File: src/ardc_isqrt.sv
// Pipelined integer square root that settles one root bit per stage.
`default_nettype none

module ardc_isqrt #(
    parameter int SW = 34,
    parameter int PW = 1
) (
    input  logic            i_clk,
    input  logic            i_rst_n,
    input  logic            i_valid,
    input  logic [SW-1:0]   i_sq,
    input  logic [PW-1:0]   i_pay,
    output logic            o_valid,
    output logic [SW/2-1:0] o_root,
    output logic [PW-1:0]   o_pay
);

    localparam int RW = SW / 2;

    logic          w_v    [0:RW];
    logic [SW-1:0] w_s    [0:RW];
    logic [RW+1:0] w_rem  [0:RW];
    logic [RW-1:0] w_root [0:RW];
    logic [PW-1:0] w_pay  [0:RW];

    assign w_v[0]    = i_valid;
    assign w_s[0]    = i_sq;
    assign w_rem[0]  = '0;
    assign w_root[0] = '0;
    assign w_pay[0]  = i_pay;

    for (genvar k = 0; k < RW; k++) begin : g_stage
        logic          r_v;
        logic [SW-1:0] r_s;
        logic [RW+1:0] r_rem;
        logic [RW-1:0] r_root;
        logic [PW-1:0] r_pay;
        logic [RW+3:0] w_try;
        logic [RW+3:0] w_trial;
        logic          w_ge;

        assign w_try   = {w_rem[k], w_s[k][SW-1-2*k -: 2]};
        assign w_trial = (RW+4)'({w_root[k], 2'b01});
        assign w_ge    = (w_try >= w_trial);

        always_ff @(posedge i_clk) begin
            if (!i_rst_n) begin
                r_v <= 1'b0;
            end else begin
                r_v <= w_v[k];
            end
            r_s    <= w_s[k];
            r_rem  <= w_ge ? (RW+2)'(w_try - w_trial) : (RW+2)'(w_try);
            r_root <= {w_root[k][RW-2:0], w_ge};
            r_pay  <= w_pay[k];
        end

        assign w_v[k+1]    = r_v;
        assign w_s[k+1]    = r_s;
        assign w_rem[k+1]  = r_rem;
        assign w_root[k+1] = r_root;
        assign w_pay[k+1]  = r_pay;
    end

    assign o_valid = w_v[RW];
    assign o_root  = w_root[RW];
    assign o_pay   = w_pay[RW];

endmodule

`default_nettype wire

File: config.mk
export PLATFORM = sky130hd
export DESIGN_NAME = ardc_isqrt
export DESIGN_NICKNAME = d
export VERILOG_FILES = /design/src/ardc_isqrt.sv
export SDC_FILE = /design/constraint.sdc
export NUM_CORES = 1
export LEC_CHECK = 0
export ABC_AREA = 1
export BUFFER_PORTS_ARGS = -buffer_cell sky130_fd_sc_hd__clkbuf_2
export CAP_MARGIN = 15
export CORE_MARGIN = 2
export CORE_UTILIZATION = 40
export CTS_CLUSTER_DIAMETER = 60
export DETAILED_ROUTE_END_ITERATION = 8
export HOLD_SLACK_MARGIN = 0.12
export PLACE_DENSITY = 0.53
export SLEW_MARGIN = 20
export SYNTH_ARGS = -nofsm -noshare
export SYNTH_HDL_FRONTEND = slang
export SYNTH_SLANG_ARGS = --single-unit
File: constraint.sdc
create_clock -name i_clk -period 2.45 [get_ports i_clk]
set_clock_uncertainty 0.05 [all_clocks]
set_input_delay 0.49 -clock i_clk [delete_from_list [all_inputs] [get_ports i_clk]]
set_output_delay 0.49 -clock i_clk [all_outputs]
set_load 0.02 [all_outputs]
==> results of run 1 <==
worst max-delay path, stage by stage, from the launching register on:
cell     delay [ps]
dfxtp_1         320
inv_1            40
ha_1            360
a21oi_2         280
nand2_1         120
nor2_2          140
nand2_1         120
nor2_4          370
inv_2           150
nand2_1         110
inv_1            40
power groups by stage:
stage	logic [W]	clock network, W	registers, W
after floorplan	0.00689	0	0.0154
after global placement	0.00897	0	0.0161
after detailed placement	0.00892	0	0.0161
after CTS	0.00903	0.0132	0.0159
after global routing	0.0105	0.0137	0.0161
final	0.00898	0.0127	0.0158
worst paths after layout:
kind	start	to	cells after the start
min	i_rst_n	o_valid$_SDFF_PN0_	3
max	g_stage[4].r_root[4]$_DFF_P_	g_stage[5].r_rem[12]$_DFF_P_	10
max reg2reg	g_stage[4].r_root[4]$_DFF_P_	g_stage[5].r_rem[12]$_DFF_P_	10
min reg2reg	g_stage[3].r_s[8]$_DFF_P_	g_stage[4].r_s[8]$_DFF_P_	0
cells in the final DEF, fill, tap and decap left out, types with 22 or more instances in the layout:
master            n
o21ai_0         108
clkbuf_2         56
xor2_1           85
a21oi_1         135
nand4_1          38
xnor2_1          38
buf_4            28
nand3b_1         36
nor2_1          341
nand2_1        1311
ha_1            171
dlygate4sd3_1    37
inv_1           673
nand2_2          22
dfxtp_1         741
nand3_1         214
nor3_1           37
clkbuf_16        85
registers in the layout, indices dropped and copies added, names as in the netlist:
register	cells
g_stage.r_s	272
g_stage.r_pay	16
g_stage.r_root	136
o_valid	1
g_stage.r_v	16
g_stage.r_rem	282
o_root	17
o_pay	1
per-stage QoR:
| step | worst slack (ps) | hold WS [ps] | instances | area [µm²] | util [%] |
|---|---|---|---|---|---|
| 2_1_floorplan | 628 | 260 | 4104 | 31100 | - |
| 3_3_place_gp | 214 | 260 | 5199 | 32700 | 42.3 |
| 3_5_place_dp | 230 | 262 | 5199 | 32700 | 42.3 |
| 4_1_cts | 217 | 172 | 5394 | 36000 | 46.6 |
| 5_1_grt | 20.0 | 231 | 5395 | 36000 | 46.7 |
| 6_report | 242 | 203 | 5395 | 36000 | 46.7 |
area by class of cell:
cell class / count / share of cell area [%]
clock buffer: 108 / 6.53
multi-input combinational: 2647 / 37.3
tap: 1040 / 3.61
timing repair buffer: 124 / 2.56
clock inverter: 50 / 1.64
inverter: 685 / 7.14
sequential: 741 / 41.2
routing by layer:
metal	GRT usage, %	wire length, µm	up-vias
met5	0	13	-
met4	5.82	1640	2
met3	2.63	2890	109
met2	31.7	33800	396
met1	23.8	34200	10700
li1	-	-	13000
timing repair:
item | 4_1_cts | 5_1_grt
hold endpoints to repair | 37 | 0
setup buffers | 0 | 0
setup endpoints to repair | 0 | 4
resized for setup | 0 | 3
hold buffers | 37 | 0
kinds of logic (layout without fill, tap and decap cells):
logic type | after synthesis | after routing | share of synthesized area, %
xor+xnor | 123 | 123 | 3.46
fa+ha+maj | 171 | 171 | 6.88
other cells | 1 | 1 | 0.0121
flops | 741 | 741 | 47.7
compound gates | 296 | 296 | 5.27
simple gates | 2055 | 2056 | 27.6
buf+inv | 717 | 967 | 9.12
==> impl_metrics.csv, run 1 <==
group,metric,value,unit
place,routabilityCongestion,0.909,
place,io_buffers,56,
power,combPwrFrac,23.9,%
cells_and_area,multiInputGateArea,13400,µm²
floorplan,start_util,40.3,%
timing,period_minus_slack,2210,ps
synth,synth_area,31100,µm²
setup_path,crit_arrival,2690,ps
outcome,outcome,"completed",
floorplan,placeableCoreArea,77200,µm²
timing,final_hold_viol_count,0,
setup_path,crit_required,2930,ps
timing,setup_violations,0,
power,p_int,0.0249,W
power,sw_frac_of_total,33.7,%
synth,syn_nets,4313,
global_routing,antenna_found_initial,3,
global_routing,grt_max_degree,24,
synth,synth_most_common_cell,"nand2_1",
clock_network,ctsLongestPathBuffers,3,
timing,worst_slew_pin_slew,530,ps
synth,synth.largest_area_cell,"dfxtp_1",
synth,yosys-top-cells-area,"dfxtp_1 (48%), nand2_1 (16%), inv_1 (8.1%)",
drt,drtIter0Drc,1353,
min_path,hold_path_class,"input port to register",
timing,finalCritPeriodShare,90.1,%
synth,ys_ff_latch,741,
synth,async_reset_ff_share,0,%
setup_path,endpoint_kind,"register",
timing,setup_tns,0,ps
drt,routed_wirelength,72600,µm
floorplan,die_x,283,µm
clock_network,cts_tree,"yes",
cells_and_area,nets,4493,
clock_network,cts_sinks,741,
timing,fmax,453,MHz
power,vdd_drop_max,0.632,mV
floorplan,fp.dieH,283,µm
timing,slew_headroom,64.6,%
synth,yosysTopAreaCellShare,47.7,%
drt,viasPerCell,4.48,
job,cap_violations,0,
setup_path,crit_type,"register to register",
clock_network,clk_pin_slew_worst_paths,60,ps
drt,ant_nets,0,
setup_path,rrSetupSlack,240,ps
setup_path,crit_path_start_kind,"register",
clock_network,numCtsBuffers,85,
drt,via_count,24200,
clock_network,clkLatencyLatePin,640,ps
drt,wl_per_cell,13.5,µm
global_routing,grt_pass1_vias,23600,
synth,synth_flop_cell,"dfxtp_1",
timing,slew_violations,0,
drt,drc,0,
power,fin_total_pwr,0.0375,W
cells_and_area,area.growth.synth_to_final,15.8,%
clock_network,cts_root_buffer,"clkbuf_16",
synth,netlist_instances,4104,
power,power_frac_clock,33.9,%
cells_and_area,n_fill_cell,7700,
cells_and_area,seq_area,14800,µm²
synth,yosysUniqueCellTypes,50,
clock_network,htree_num_levels,3,
synth,yosys-top-cells-count,"nand2_1 (1311), dfxtp_1 (741), inv_1 (673)",
setup_path,worstPathMaxFanout,19,
floorplan,die_area,80000,µm²
synth,syn_area_per_cell,7.58,µm²
power,seq_power_share,42.2,%
power,switchingPower,0.0127,W
timing,rsz0062_at_grt,"no",
global_routing,overflow,0,
cells_and_area,n_antenna_cell,0,
floorplan,rows,102,
cells_and_area,drive_above_1_share,7.58,%
power,p_per_area,1040,nW/µm²
floorplan,ioPinCount,57,
drt,dr.pass1.iters,7,
synth,synth_edf_count,0,
synth,yosysSeqAreaShare,47.7,%
place,place_hpwl,57000,µm
global_routing,grt_pass1_wl,118000,µm
power,leakagePower,19.2,nW
global_routing,track_usage,18.4,%
synth,yosys_warnings,0,
Note: power is estimated with default switching activity, not from simulation.
==> run 2: changes to the inputs <==
Settings changed: CORE_ASPECT_RATIO set to 0.75.
==> impl_metrics.csv, run 2 (same netlist as run 1, synthesis figures left out) <==
group,metric,value,unit
timing,period_minus_slack,2210,ps
floorplan,fp.dieH,246,µm
drt,wl_met2,29600,µm
job,cap_violations,0,
cells_and_area,reg_top3,"g_stage.r_rem x282, g_stage.r_s x272, g_stage.r_root x136",
floorplan,ioPinCount,57,
drt,routed_wirelength,73000,µm
drt,dr.pass1.iters,7,
drt,highest_layer,"met5",
clock_network,numCtsBuffers,75,
clock_network,postCtsResizedCells,0,
clock_network,ctsLongestPathBuffers,3,
clock_network,cts_tree,"yes",
global_routing,grt_pass1_vias,22900,
timing,fmax,453,MHz
setup_path,endpoint_kind,"register",
setup_path,crit_required,2910,ps
power,leakagePower,19.0,nW
cells_and_area,drive_above_1_share,7.09,%
global_routing,overflow,0,
cells_and_area,regMostFlops,"g_stage.r_rem",
global_routing,grt_pass1_wl,119000,µm
setup_path,crit_path_start_kind,"register",
power,p_per_area,1020,nW/µm²
min_path,hold_path_class,"input port to register",
floorplan,start_util,40.4,%
setup_path,worstPathMaxFanout,7,
floorplan,placeableCoreArea,77000,µm²
drt,wl_met1,38200,µm
global_routing,track_usage,18.3,%
cells_and_area,area.growth.synth_to_final,14.4,%
place,routabilityCongestion,0.890,
place,io_buffers,56,
cells_and_area,seq_area,14800,µm²
floorplan,rows,88,
clock_network,clkLatencyLatePin,640,ps
place,place_hpwl,57400,µm
cells_and_area,final_cell_mix,"nand2_1 (1311), dfxtp_1 (741), inv_1 (673), nor2_1 (341), nand3_1 (214)",
drt,drc,0,
outcome,outcome,"completed",
drt,dr_wl_met3,3880,µm
timing,final_hold_viol_count,0,
clock_network,cts_sinks,741,
cells_and_area,layout.cells.non_filler,5369,
timing,slew_violations,0,
timing,setup_violations,0,
cells_and_area,largest_reg_flops,282,
setup_path,crit_arrival,2670,ps
timing,setup_tns,0,ps
timing,worst_slew_pin_slew,555,ps
cells_and_area,post-route-util,46.3,%
drt,ant_nets,0,
place,dpl.cell_count,5197,
floorplan,die_x,326,µm
timing,slew_headroom,62.6,%
cells_and_area,multiInputGateArea,13400,µm²
setup_path,crit_type,"register to register",
drt,drtIter0Drc,1587,
timing,hold_ws,225,ps
global_routing,antenna_found_initial,1,
clock_network,htree_num_levels,3,
clock_network,cts_root_buffer,"clkbuf_16",
power,vdd_drop_max,0.580,mV
drt,via_count,24400,
cells_and_area,nets,4487,
drt,wl_per_cell,13.6,µm
global_routing,grt_max_degree,24,
cells_and_area,final_common_cell,"nand2_1",
clock_network,clk_pin_slew_worst_paths,60,ps
drt,viasPerCell,4.54,
floorplan,die_area,80000,µm²
timing,finalCritPeriodShare,90.2,%
cells_and_area,n_fill_cell,7773,
timing,rsz0062_at_grt,"no",
-- run 2: changes by cell type in the layout (fill, tap and decap cells not counted), sizes merged --
cell,delta
clkinv,-18
clkbuf,-12
buf,+5
inv,+4
bufinv,-1
clkinvlp,+1
diode,+1
nor2,-1
-- run 2: cell type report --
cell class,count,area share [%]
clock buffers,96,5.83
well taps,1035,3.64
repair buffers,129,2.73
diodes,1,0.00703
inverters,685,7.22
clock inverters,36,1.15
flip-flops and latches,741,41.7
multi-input cells,2646,37.7
-- run 2: final timing paths --
kind                                startpoint                      endpoint  slack (ps)  cells past startpoint
setup reg to reg  g_stage[6].r_root[6]$_DFF_P_  g_stage[7].r_rem[15]$_DFF_P_         240                     11
hold / removal                         i_rst_n     g_stage[9].r_v$_SDFF_PN0_         230                      3
hold reg to reg     g_stage[2].r_s[20]$_DFF_P_    g_stage[3].r_s[20]$_DFF_P_         270                      0
setup / recovery  g_stage[6].r_root[6]$_DFF_P_  g_stage[7].r_rem[15]$_DFF_P_         240                     11
-- run 2: timing repair --
item,in CTS,in global routing
endpoints found under the hold margin,37,0
buffers inserted,0,2
endpoints found under the setup margin,0,12
hold buffers,37,0
-- run 2: stage by stage --
stage	worst slack (ps)	instance area [µm²]	power, W
floorplan	628	31100	0.0222
global placement	229	32700	0.0250
detailed placement	174	32700	0.0250
CTS	135	35600	0.0367
global route	3.08	35600	0.0388
finish	241	35600	0.0363
-- run 2: layer usage --
| metal | up-vias | global-route usage (%) |
|---|---|---|
| met5 | - | 0 |
| met4 | 2 | 4.07 |
| met3 | 94 | 3.42 |
| met2 | 521 | 27.4 |
| met1 | 10800 | 27.2 |
| li1 | 13000 | - |
-- run 2: worst max-delay path, cell delays in order, from the launching register on --
cell and delay [ps]:
dfxtp_1 360, inv_1 60, ha_1 350, nand2_1 160, nor2_1 280, nand2_1 90, inv_1 80, nand2_1 70
nand2_2 90, nor2_4 50, buf_4 160, a21oi_1 260
-- run 2: where the power goes --
| group | total, W | internal (W) | switching [W] |
|---|---|---|---|
| clock network | 0.0115 | 0.00653 | 0.00493 |
| registers | 0.0158 | 0.0142 | 0.00166 |
| logic | 0.00902 | 0.00322 | 0.00581 |
