[config.mk]
export PLATFORM = sky130hd
export DESIGN_NAME = ardc_div
export DESIGN_NICKNAME = d
export VERILOG_FILES = /design/src/ardc_div.sv
export SDC_FILE = /design/constraint.sdc
export NUM_CORES = 1
export LEC_CHECK = 0
export ABC_CLOCK_PERIOD_IN_PS = 4650
export BUFFER_PORTS_ARGS = -buffer_cell sky130_fd_sc_hd__buf_4
export CAP_MARGIN = 25
export CORE_AREA = 2 2 222 224
export CTS_BUF_LIST = sky130_fd_sc_hd__clkbuf_4
export CTS_CLUSTER_DIAMETER = 60
export CTS_CLUSTER_SIZE = 25
export DETAILED_ROUTE_END_ITERATION = 8
export DIE_AREA = 0 0 224 226
export PLACE_DENSITY = 0.8
export SYNTH_ARGS = -nofsm -noshare
export SYNTH_HDL_FRONTEND = slang
export SYNTH_SLANG_ARGS = --single-unit
export TNS_END_PERCENT = 5
[constraint.sdc]
create_clock -name i_clk -period 4.65 [get_ports i_clk]
set_input_delay 0.465 -clock i_clk [delete_from_list [all_inputs] [get_ports i_clk]]
set_output_delay 0.465 -clock i_clk [all_outputs]
set_load 0.01 [all_outputs]
[src/ardc_div.sv]
// Pipelined restoring divider that produces one quotient bit per stage.
`default_nettype none

module ardc_div #(
    parameter int NW = 31,
    parameter int DW = 14,
    parameter int QB = 17,
    parameter int PW = 1
) (
    input  logic          i_clk,
    input  logic          i_rst_n,
    input  logic          i_valid,
    input  logic [NW-1:0] i_num,
    input  logic [DW-1:0] i_den,
    input  logic [PW-1:0] i_pay,
    output logic          o_valid,
    output logic [QB-1:0] o_quo,
    output logic [PW-1:0] o_pay
);

    // The dividend bits above the quotient width must form a value below the divisor.
    logic          w_v   [0:QB];
    logic [DW-1:0] w_rem [0:QB];
    logic [QB-1:0] w_lo  [0:QB];
    logic [QB-1:0] w_quo [0:QB];
    logic [DW-1:0] w_den [0:QB];
    logic [PW-1:0] w_pay [0:QB];

    assign w_v[0]   = i_valid;
    assign w_rem[0] = DW'(i_num >> QB);
    assign w_lo[0]  = i_num[QB-1:0];
    assign w_quo[0] = '0;
    assign w_den[0] = i_den;
    assign w_pay[0] = i_pay;

    for (genvar k = 0; k < QB; k++) begin : g_stage
        logic          r_v;
        logic [DW-1:0] r_rem;
        logic [QB-1:0] r_lo;
        logic [QB-1:0] r_quo;
        logic [DW-1:0] r_den;
        logic [PW-1:0] r_pay;
        logic [DW:0]   w_try;
        logic          w_ge;
        logic [DW-1:0] n_rem;

        assign w_try = {w_rem[k], w_lo[k][QB-1-k]};
        assign w_ge  = (w_try >= {1'b0, w_den[k]});
        assign n_rem = w_ge ? DW'(w_try - {1'b0, w_den[k]}) : DW'(w_try);

        always_ff @(posedge i_clk) begin
            if (!i_rst_n) begin
                r_v <= 1'b0;
            end else begin
                r_v <= w_v[k];
            end
            r_rem <= n_rem;
            r_lo  <= w_lo[k];
            r_quo <= {w_quo[k][QB-2:0], w_ge};
            r_den <= w_den[k];
            r_pay <= w_pay[k];
        end

        assign w_v[k+1]   = r_v;
        assign w_rem[k+1] = r_rem;
        assign w_lo[k+1]  = r_lo;
        assign w_quo[k+1] = r_quo;
        assign w_den[k+1] = r_den;
        assign w_pay[k+1] = r_pay;
    end

    assign o_valid = w_v[QB];
    assign o_quo   = w_quo[QB];
    assign o_pay   = w_pay[QB];

endmodule

`default_nettype wire

==> results of run 1 <==
-- timing repair --
item,CTS,global route
hold buffers,51,0
endpoints found under the setup margin,0,0
endpoints found under the hold margin,63,0
-- final cells by class --
class | instances | area [sq um]
tap | 622 | 778
antenna | 4 | 10.0
timing repair buffer | 126 | 1070
clock inverter | 27 | 359
sequential | 771 | 15400
multi-input combinational | 1719 | 13400
fill | 3679 | 15800
inverter | 307 | 1150
clock buffer | 47 | 353
-- where the power goes --
| part | leakage (nW) | total (mW) | switching, mW | internal [mW] |
|---|---|---|---|---|
| clock | 0.386 | 2.85 | 2.07 | 0.775 |
| combinational | 7.94 | 10.5 | 5.41 | 5.14 |
| sequential | 6.49 | 9.39 | 0.949 | 8.44 |
-- worst paths after layout --
path | to | slack (ps) | depth (start not counted)
setup / recovery | g_stage[4].r_rem[5] | 1450 | 10
hold / removal | g_stage[0].r_den[4] | 210 | 2
setup reg to reg | g_stage[4].r_rem[5] | 1450 | 10
hold reg to reg | g_stage[7].r_den[2] | 320 | 0
-- placed cells by master (no fill, tap or decap), types with 10 or more instances in the layout --
cell type / instances
sky130_fd_sc_hd__mux2i_1: 22
sky130_fd_sc_hd__nand2b_1: 23
sky130_fd_sc_hd__a21o_1: 71
sky130_fd_sc_hd__a31oi_1: 31
sky130_fd_sc_hd__nor3b_1: 11
sky130_fd_sc_hd__and2_1: 29
sky130_fd_sc_hd__dlygate4sd3_1: 51
sky130_fd_sc_hd__xor2_1: 53
sky130_fd_sc_hd__or3_1: 10
sky130_fd_sc_hd__fa_1: 16
sky130_fd_sc_hd__a211oi_1: 32
sky130_fd_sc_hd__clkbuf_4: 47
sky130_fd_sc_hd__inv_1: 307
sky130_fd_sc_hd__dfxtp_1: 771
sky130_fd_sc_hd__o31ai_1: 11
sky130_fd_sc_hd__nor3_1: 51
sky130_fd_sc_hd__mux2_2: 148
sky130_fd_sc_hd__nor2b_1: 33
sky130_fd_sc_hd__o211ai_1: 13
sky130_fd_sc_hd__a21oi_1: 163
sky130_fd_sc_hd__nand4_1: 24
sky130_fd_sc_hd__buf_4: 75
sky130_fd_sc_hd__nand3b_1: 11
sky130_fd_sc_hd__xnor2_1: 85
sky130_fd_sc_hd__or2_2: 16
sky130_fd_sc_hd__nand3_1: 38
sky130_fd_sc_hd__o21a_1: 41
sky130_fd_sc_hd__and3_1: 12
sky130_fd_sc_hd__nor2_1: 130
sky130_fd_sc_hd__o21ai_0: 123
sky130_fd_sc_hd__o21bai_1: 21
sky130_fd_sc_hd__nand2_1: 103
sky130_fd_sc_hd__ha_1: 254
-- sequential cells by signal, summed over array words and instances, names as in the netlist --
signal	flops
g_stage.r_den	224
o_valid	1
o_pay	1
g_stage.r_lo	136
g_stage.r_rem	224
g_stage.r_quo	136
o_quo	17
g_stage.r_v	16
g_stage.r_pay	16
-- worst max-delay path: cells and delay by family, from the launching register on --
kind	cells	cell delay, ps
AO/OA/AOI/OAI	5	1370
adder cells (fa/ha/maj)	1	340
buffers and inverters	2	350
flip-flops	1	370
multiplexers	1	350
AND/OR/NAND/NOR	1	350
-- routing by layer --
layer  up-vias  global-route usage [%]  part of all wire [%]
li1      10100                       -                     -
met4         0                    10.2                   4.3
met2       457                    43.1                    51
met3       161                    3.40                   3.8
met1      9502                    25.3                    41
met5         -                       0                     0
-- stage by stage --
step	hold WS (ps)	worst slack [ps]	utilization, %	cell area (sq um)
floorplan	310	1900	-	30200
global placement	310	1580	64.8	31300
detailed placement	312	1470	64.8	31300
CTS	113	1420	67.3	32500
global route	126	1120	67.3	32500
finish	214	1450	67.3	32500
-- logic make-up after synthesis --
kind of cell    count (synthesis)  share of synthesized area (%)
fa+ha+maj                     270                           11.6
mux                           178                           6.66
xor+xnor                      138                           4.01
compound gates                608                           13.2
simple gates                  525                           8.92
buf+inv                       346                           4.45
flops                         771                           51.2
==> summary by stage, run 1 <==
Die
The floorplan step defined a die boundary enclosing roughly 0.051 sq mm. Measured along the x axis, the die boundary spans 224 um. The I/O pin total is between 60 and 70. The floorplan step set the die height to about 230 um. After floorplanning, the core was divided into between 80 and 90 placement rows. The initial core utilization is 62.4%. The floorplan step defined a core boundary enclosing a little under 0.05 sq mm.

Clock network
The clock transition time at the flip-flop clock pins of the worst setup and hold paths is around 220 ps. The number of levels in the clock H-tree is 2. The number of clock buffers inserted by TritonCTS is between 40 and 50. The clock tree from TritonCTS is yes. The tree built by TritonCTS fans out to ~770 sinks. Post-CTS timing repair inserted 0 buffers for setup. The count of instances resized after the clock tree is built is 0. In this run the clock root is driven by a sky130_fd_sc_hd__clkbuf_4. For the worst-skew pair, the clock arrives at the later sink with an insertion delay of 890 ps. No sink is reached through more buffers than the 3 on the longest clock path.

Placed design
Once placement completed, the tool counted placed cells totaling roughly 3500. The count of buffers from port buffering is 67. The final HPWL from detailed placement is between 40000 and 50000 um. The congestion estimate from routability-driven global placement came to approximately 0.93.

Logic synthesis
The share of synthesized area in the top cell type comes to roughly half. Synthesis produced 2836 cells. The sequential-to-total area share from yosys stat is 51.2%. Ranked by instance count, the synthesized netlist is headed by sky130_fd_sc_hd__dfxtp_1 (771), sky130_fd_sc_hd__inv_1 (307), sky130_fd_sc_hd__ha_1 (254). The synthesized cell area is a little over 0.03 sq mm. Summed over all instances, the cell type with the most area after synthesis is sky130_fd_sc_hd__dfxtp_1. Synthesis instantiated 80 different standard cells from the library. By area the synthesized netlist is led by sky130_fd_sc_hd__dfxtp_1 (51%), sky130_fd_sc_hd__ha_1 (11%), sky130_fd_sc_hd__mux2_2 (5.5%), sky130_fd_sc_hd__inv_1 (3.8%), sky130_fd_sc_hd__a21oi_1 (2.7%). When the netlist entered floorplanning its net count stood at around 3200. In the post-synthesis netlist, the cell with the most instances is sky130_fd_sc_hd__dfxtp_1. Yosys mapped a number of flops with a built-in enable equal to 0. In the synthesized netlist the dominant register cell turns out to be sky130_fd_sc_hd__dfxtp_1. The fraction of registers with async set/reset is 0%. Each instance of the synthesized netlist takes up on average 10.6 sq um. The synthesis warning total is 0. The synthesized flop and latch total is ~770.

Timing
Setup violations remaining at the end of the flow were counted as 0. The largest clock skew in the final design is ~42 ps. The maximum clock frequency is 312 MHz.

The total negative slack for setup checks is 0 ps. The final-report hold violation count is 0. Setup repair after global routing left no endpoint under its margin. The worst path in the final design needs a cycle of roughly 3200 ps, including I/O delays and setup.

In the finished design, the share of the clock period the worst path needs comes to between 60% and 70%. The total count of max-transition violations in the final report is 0. Measured against its own limit, the worst slew margin works out to 40.2%. The measured slew at the worst slew-check pin is between 800 and 900 ps.

Critical path
For the worst setup path, the data arrival time is 3980 ps. The cell seen most often among critical-path stages is sky130_fd_sc_hd__a21oi_1. The worst setup path is launched from a flip-flop.

The startpoint identified for the worst register-to-register timing path is g_stage[3].r_den[3]. In this design, the stage delay of the slowest critical-path cell is just over 600 ps. The top fanout value on the critical path is 8. For the worst setup path, the data required time is around 5400 ps. Traced cell by cell, the critical path runs through inv_1 -> ha_1 -> a21oi_1 -> nor4b_1 -> a211oi_1 -> a21oi_1 -> o21ai_1 -> a211oi_2 -> buf_4 -> mux2_2. The critical setup path kind is reg -> reg. The worst-path cell with the longest stage delay is sky130_fd_sc_hd__a211oi_2. The worst setup path is captured at a flip-flop.

The critical path starts at g_stage[3].r_den[3].

Status
The run finished with clean final reports.

Routing
The aggregate routed wire length is 58100 um. The first routing iteration left ~1100 violations. In the final routed layout, each cell accounts on average for between 15 and 20 um. Once detail routing completed, the nets flagged for antenna violations numbered 0. The first detailed-routing pass took 5 iterations. Summing over every cut layer, the via total after detailed routing is about 20000. The number of design rule violations left after detail routing is 0. After detailed routing, the number of vias per cell comes to about 5.6.

Min path
The worst hold path class is in -> reg. The start point of the worst hold path is i_den[4].

GRT
The first global-routing pass estimated 94500 um of wire. The total routing usage reported by global routing is 22.9%. Entering global routing, the biggest net connects 26 pins. The number of global-route vias before repair is 20000. The initial antenna violation count is 3. The total global routing overflow is 0.

Final layout
Relative to the synthesized area, the layout overhead comes to 7.92%. In the final layout, the share of cells above drive strength 1 is between 10% and 20%. The total number of nets in the final design is roughly 3300. For this run, the number of standard cells in the final layout without fillers is about 3600.

Power
In this run the power density over the cells is roughly 700 mW/mm^2. Overall power consumption after layout is estimated at about 23 mW. VDD sags by at most 297 uV.

The leakage power is 14.8 nW.

Run
The number of max-capacitance violations reported is 0.
Power figures use the tool's default switching activity.
==> run 2, diff against run 1 <==
ABC_AREA = 1   (was not set)
ABC_CLOCK_PERIOD_IN_PS = 3000   (was 4650)
CORE_AREA = 2 2 238 240   (was 2 2 222 224)
DIE_AREA = 0 0 240 242   (was 0 0 224 226)
PLACE_DENSITY = 0.79   (was 0.8)
clock period = 3 ns   (was 4.65 ns; I/O delays follow)
==> summary by stage, run 2 <==
Status
Run status: complete, no violations (unchanged).

Critical path
The critical setup path kind is in -> reg (was reg -> reg). The cell seen most often among critical-path stages is sky130_fd_sc_hd__nand2_1 (was sky130_fd_sc_hd__a21oi_1). The critical path startpoint category is an input pin (was flip-flop). The number of cell instances on the worst register-to-register path was 10 (unchanged). The delay of the slowest cell on the worst path is 580 ps (was 620 ps). The worst endpoint data arrival time is 3340 ps (was 3980 ps). The required time at the endpoint of the critical path is 3870 ps (was 5430 ps). The critical path capture point type is a flip-flop (unchanged). The worst-path cell with the longest stage delay was sky130_fd_sc_hd__dlygate4sd3_1 (was sky130_fd_sc_hd__a211oi_2).

The top fanout value on the critical path was 7 (was 8). Cell Chain, Critical Path: dlygate4sd3_1 -> buf_4 -> inv_1 -> ha_1 -> nand2_1 -> inv_1 -> nand2_1 -> nand2_1 -> a21oi_4 -> nand4_1 -> dlygate4sd3_1 -> nand2_1 -> dlygate4sd3_1 (was inv_1 -> ha_1 -> a21oi_1 -> nor4b_1 -> a211oi_1 -> a21oi_1 -> o21ai_1 -> a211oi_2 -> buf_4 -> mux2_2).

Clock network
The number of clock buffers inserted by TritonCTS is 50 (was 45). The post-CTS setup buffer count was 0 (unchanged). The clock tree from TritonCTS is yes (unchanged). The clock root buffer was sky130_fd_sc_hd__clkbuf_4 (unchanged). The clock transition time at the flip-flop clock pins of the worst setup and hold paths is 220 ps (about the same). The clock insertion delay at the later pin of the skew report is 940 ps (was 890 ps). The number of clock sinks came to 771 (unchanged). The number of levels in the clock H-tree was 2 (unchanged).

The maximum count of clock buffers along a single path is 3 (unchanged).

Placed design
The final HPWL from detailed placement is 56600 um (was 44900 um). The area of placed instances is 0.0357 sq mm (was 0.0313 sq mm). The count of buffers from port buffering came to 67 (unchanged). The pre-CTS worst setup slack came to 782 ps (was 1470 ps).

The weighted congestion reported at the end of routability-driven placement is 0.936 (was 0.933). The cell total after placement is 5217 (was 3494).

Final layout
The final instance count without filler cells came to 5400 (was 3623). Largest registers: g_stage.r_den (224), g_stage.r_rem (224) (unchanged). Most used cells in the layout excluding fill and tap cells: sky130_fd_sc_hd__nand2_1 (1289), sky130_fd_sc_hd__inv_1 (939), sky130_fd_sc_hd__dfxtp_1 (771) (was sky130_fd_sc_hd__dfxtp_1 (771), sky130_fd_sc_hd__inv_1 (307), sky130_fd_sc_hd__ha_1 (254)). The number of inserted filler cells in the final layout is 4785 (was 3679).

The layout cell share with drive strength beyond 1 is 6.61% (was 11.3%). The final core utilization is 67.3% (about the same). The total non-filler cell area in the finished layout was 0.0375 sq mm (was 0.0325 sq mm). The area overhead of the layout relative to synthesis was 8.42% (was 7.92%). The most frequent standard cell in the layout excluding fill and tap cells is sky130_fd_sc_hd__nand2_1 (was sky130_fd_sc_hd__dfxtp_1).

The total number of nets in the final design came to 4927 (was 3289).

Timing
Unrepaired setup endpoints after global routing: no (unchanged). The largest clock skew in the final design is 73.6 ps (was 41.5 ps). The total negative slack for setup checks is 0 ps (unchanged).

The post-layout worst setup margin came to 535 ps (was 1450 ps). After layout, the minimum clock period comes to roughly 2500 ps. The remaining max-slew budget at the tightest pin was 62.1% (was 40.2%). The final number of setup-violating endpoints is 0 (unchanged). The post-route worst hold slack is 252 ps (was 214 ps).

Static timing analysis puts the maximum clock frequency at ~410 MHz. Of the available clock period, the critical path in the final layout requires 82.2%. The measured slew at the worst slew-check pin came to 565 ps (was 897 ps). The final-report hold violation count was 0 (unchanged). The total count of max-transition violations in the final report is 0 (unchanged).

Power
The overall power consumption is 37.8 mW (was 22.8 mW). The maximum ir drop on the vdd rail is 1010 uV (was 297 uV). The power density over cell area came to 1010 mW/mm^2 (was 700 mW/mm^2).

The leakage power is 20.5 nW (was 14.8 nW).

GRT
The global-route wire length before repair is 119000 um (was 94500 um). The initial antenna violation count was 4 (was 3). The pin count of the biggest net entering global routing was 26 (unchanged). The total global routing overflow was 0 (unchanged).

The number of global-route vias before repair is 24700 (was 20000). The total routing usage reported by global routing came to 24.9% (was 22.9%).

Logic synthesis
The post-synthesis instance total is 4428 (was 2836). The most used flip-flop cell after synthesis is sky130_fd_sc_hd__dfxtp_1 (unchanged). List of most frequent post-synthesis cells: sky130_fd_sc_hd__nand2_1 (1289), sky130_fd_sc_hd__inv_1 (939), sky130_fd_sc_hd__dfxtp_1 (771) (was sky130_fd_sc_hd__dfxtp_1 (771), sky130_fd_sc_hd__inv_1 (307), sky130_fd_sc_hd__ha_1 (254)). The most area-hungry cell type in the Yosys netlist is sky130_fd_sc_hd__dfxtp_1 (unchanged). The mean cell area of the mapped netlist came to 7.81 sq um (was 10.6 sq um). The proportion of netlist area held by the largest area contributor is 44.6% (was 51.2%). The total nets after synthesis came to 4747 (was 3155). Area contributors post-synth: sky130_fd_sc_hd__dfxtp_1 (45%), sky130_fd_sc_hd__nand2_1 (14%), sky130_fd_sc_hd__inv_1 (10%), sky130_fd_sc_hd__ha_1 (9.2%), sky130_fd_sc_hd__nand3_1 (3.5%) (was sky130_fd_sc_hd__dfxtp_1 (51%), sky130_fd_sc_hd__ha_1 (11%), sky130_fd_sc_hd__mux2_2 (5.5%), sky130_fd_sc_hd__inv_1 (3.8%), sky130_fd_sc_hd__a21oi_1 (2.7%)). The synthesized cell area came to 0.0346 sq mm (was 0.0302 sq mm). The fraction of registers with async set/reset is 0% (unchanged). The sequential-to-total area share from yosys stat was 44.6% (was 51.2%).

The number of enable flip-flop cells after synthesis was 0 (unchanged). The most common cell in the synthesized netlist is sky130_fd_sc_hd__nand2_1 (was sky130_fd_sc_hd__dfxtp_1). The synthesized flop and latch total is 771 (unchanged).

The unique cell type count in the Yosys netlist is 40 (was 80). The synthesis warning total was 0 (unchanged).

Die
The width of the die was 240 um (was 224 um). The overall die height was 242 um (was 226 um). The I/O pin total is 68 (unchanged). The initial core utilization was 62.1% (was 62.4%). The area of the die is 0.0581 sq mm (was 0.0506 sq mm). The number of cell rows is 87 (was 81).

The area inside the core boundary is 0.0557 sq mm (was 0.0483 sq mm).

Routing
The final routed wire length divided by cell count is 13.4 um (was 16.0 um). The DRC violation total after the first TritonRoute iteration is 1630 (was 1054). The number of design rule violations left after detail routing came to 0 (unchanged). The aggregate routed wire length is 72100 um (was 58100 um).

The via density per instance is 4.88 (was 5.57). The detailed-routing iteration count for the pre-antenna-repair pass is 5 (unchanged). The antenna violation net count after detailed routing was 0 (unchanged).

The number of vias after detailed routing was 26400 (was 20200).

Min path
The number of cells traversed by the worst hold path came to 4 (was 2). The worst hold path class is in -> reg (unchanged).

Run
The number of max-capacitance violations reported is 0 (unchanged).
run 2: cell count changes after synthesis, sizes merged, moves of 35 or more:
cell,delta
mux2,-156
a211oi,-35
o21a,-41
nor3,-50
a21o,-61
a21oi,-66
nand4,+131
nand3,+226
xnor2,-54
inv,+642
nor2,+102
nand2,+1226
run 2: layer usage:
metal | up-vias | routed length [um] | part of all wire (%) | GRT usage, %
met3 | 126 | 3640 | 5.0 | 3.19
met4 | 4 | 1820 | 2.5 | 7.20
met1 | 11700 | 34700 | 48 | 35.0
li1 | 13900 | - | - | -
met2 | 604 | 31900 | 44 | 40.1
met5 | - | 27 | 0.037 | 0
run 2: worst max-delay path, delay by kind of cell:
family | cells | cell delay [ps]
buffers and inverters | 6 | 1930
AND/OR/NAND/NOR | 5 | 520
adder cells (fa/ha/maj) | 1 | 330
AO/OA/AOI/OAI | 1 | 250
run 2: worst paths after layout:
check	slack (ps)	endpoint	startpoint
max reg2reg	760	g_stage[4].r_rem[7]	g_stage[3].r_den[10]
max	540	g_stage[0].r_rem[12]	i_den[9]
min reg2reg	310	o_quo[4]	g_stage[15].r_quo[3]
min	250	g_stage[4].r_v	i_rst_n
run 2: area by class of cell:
class                   count  area [sq um]  area share [%]
clock inverters            35           500            1.33
multi-input cells        2674         15200            40.6
diodes                      2          5.00          0.0133
inverters                 949          3560            9.50
clock buffers              51           383            1.02
well taps                 756           946            2.52
flip-flops and latches    771         15400            41.2
repair buffers            162          1450            3.88
run 2: report_power, final:
| group | switching [mW] | internal [mW] | leakage [nW] |
|---|---|---|---|
| logic | 11.6 | 6.74 | 13.5 |
| clock network | 3.56 | 1.38 | 0.473 |
| registers | 1.45 | 13.1 | 6.49 |
run 2: repair_timing:
item,in CTS,in global routing
hold endpoints to repair,63,0
resized for setup,0,0
hold buffers,95,0
run 2: cell families after synthesis:
family	count (synthesis)	synth area share (%)
buffers and inverters	983	11.4
and+or+nand+nor	2042	26.7
xor gates and xnor gates	112	2.84
DFF	771	44.6
AOI/OAI and AO/OA	250	4.30
adders and majority gates	270	10.1
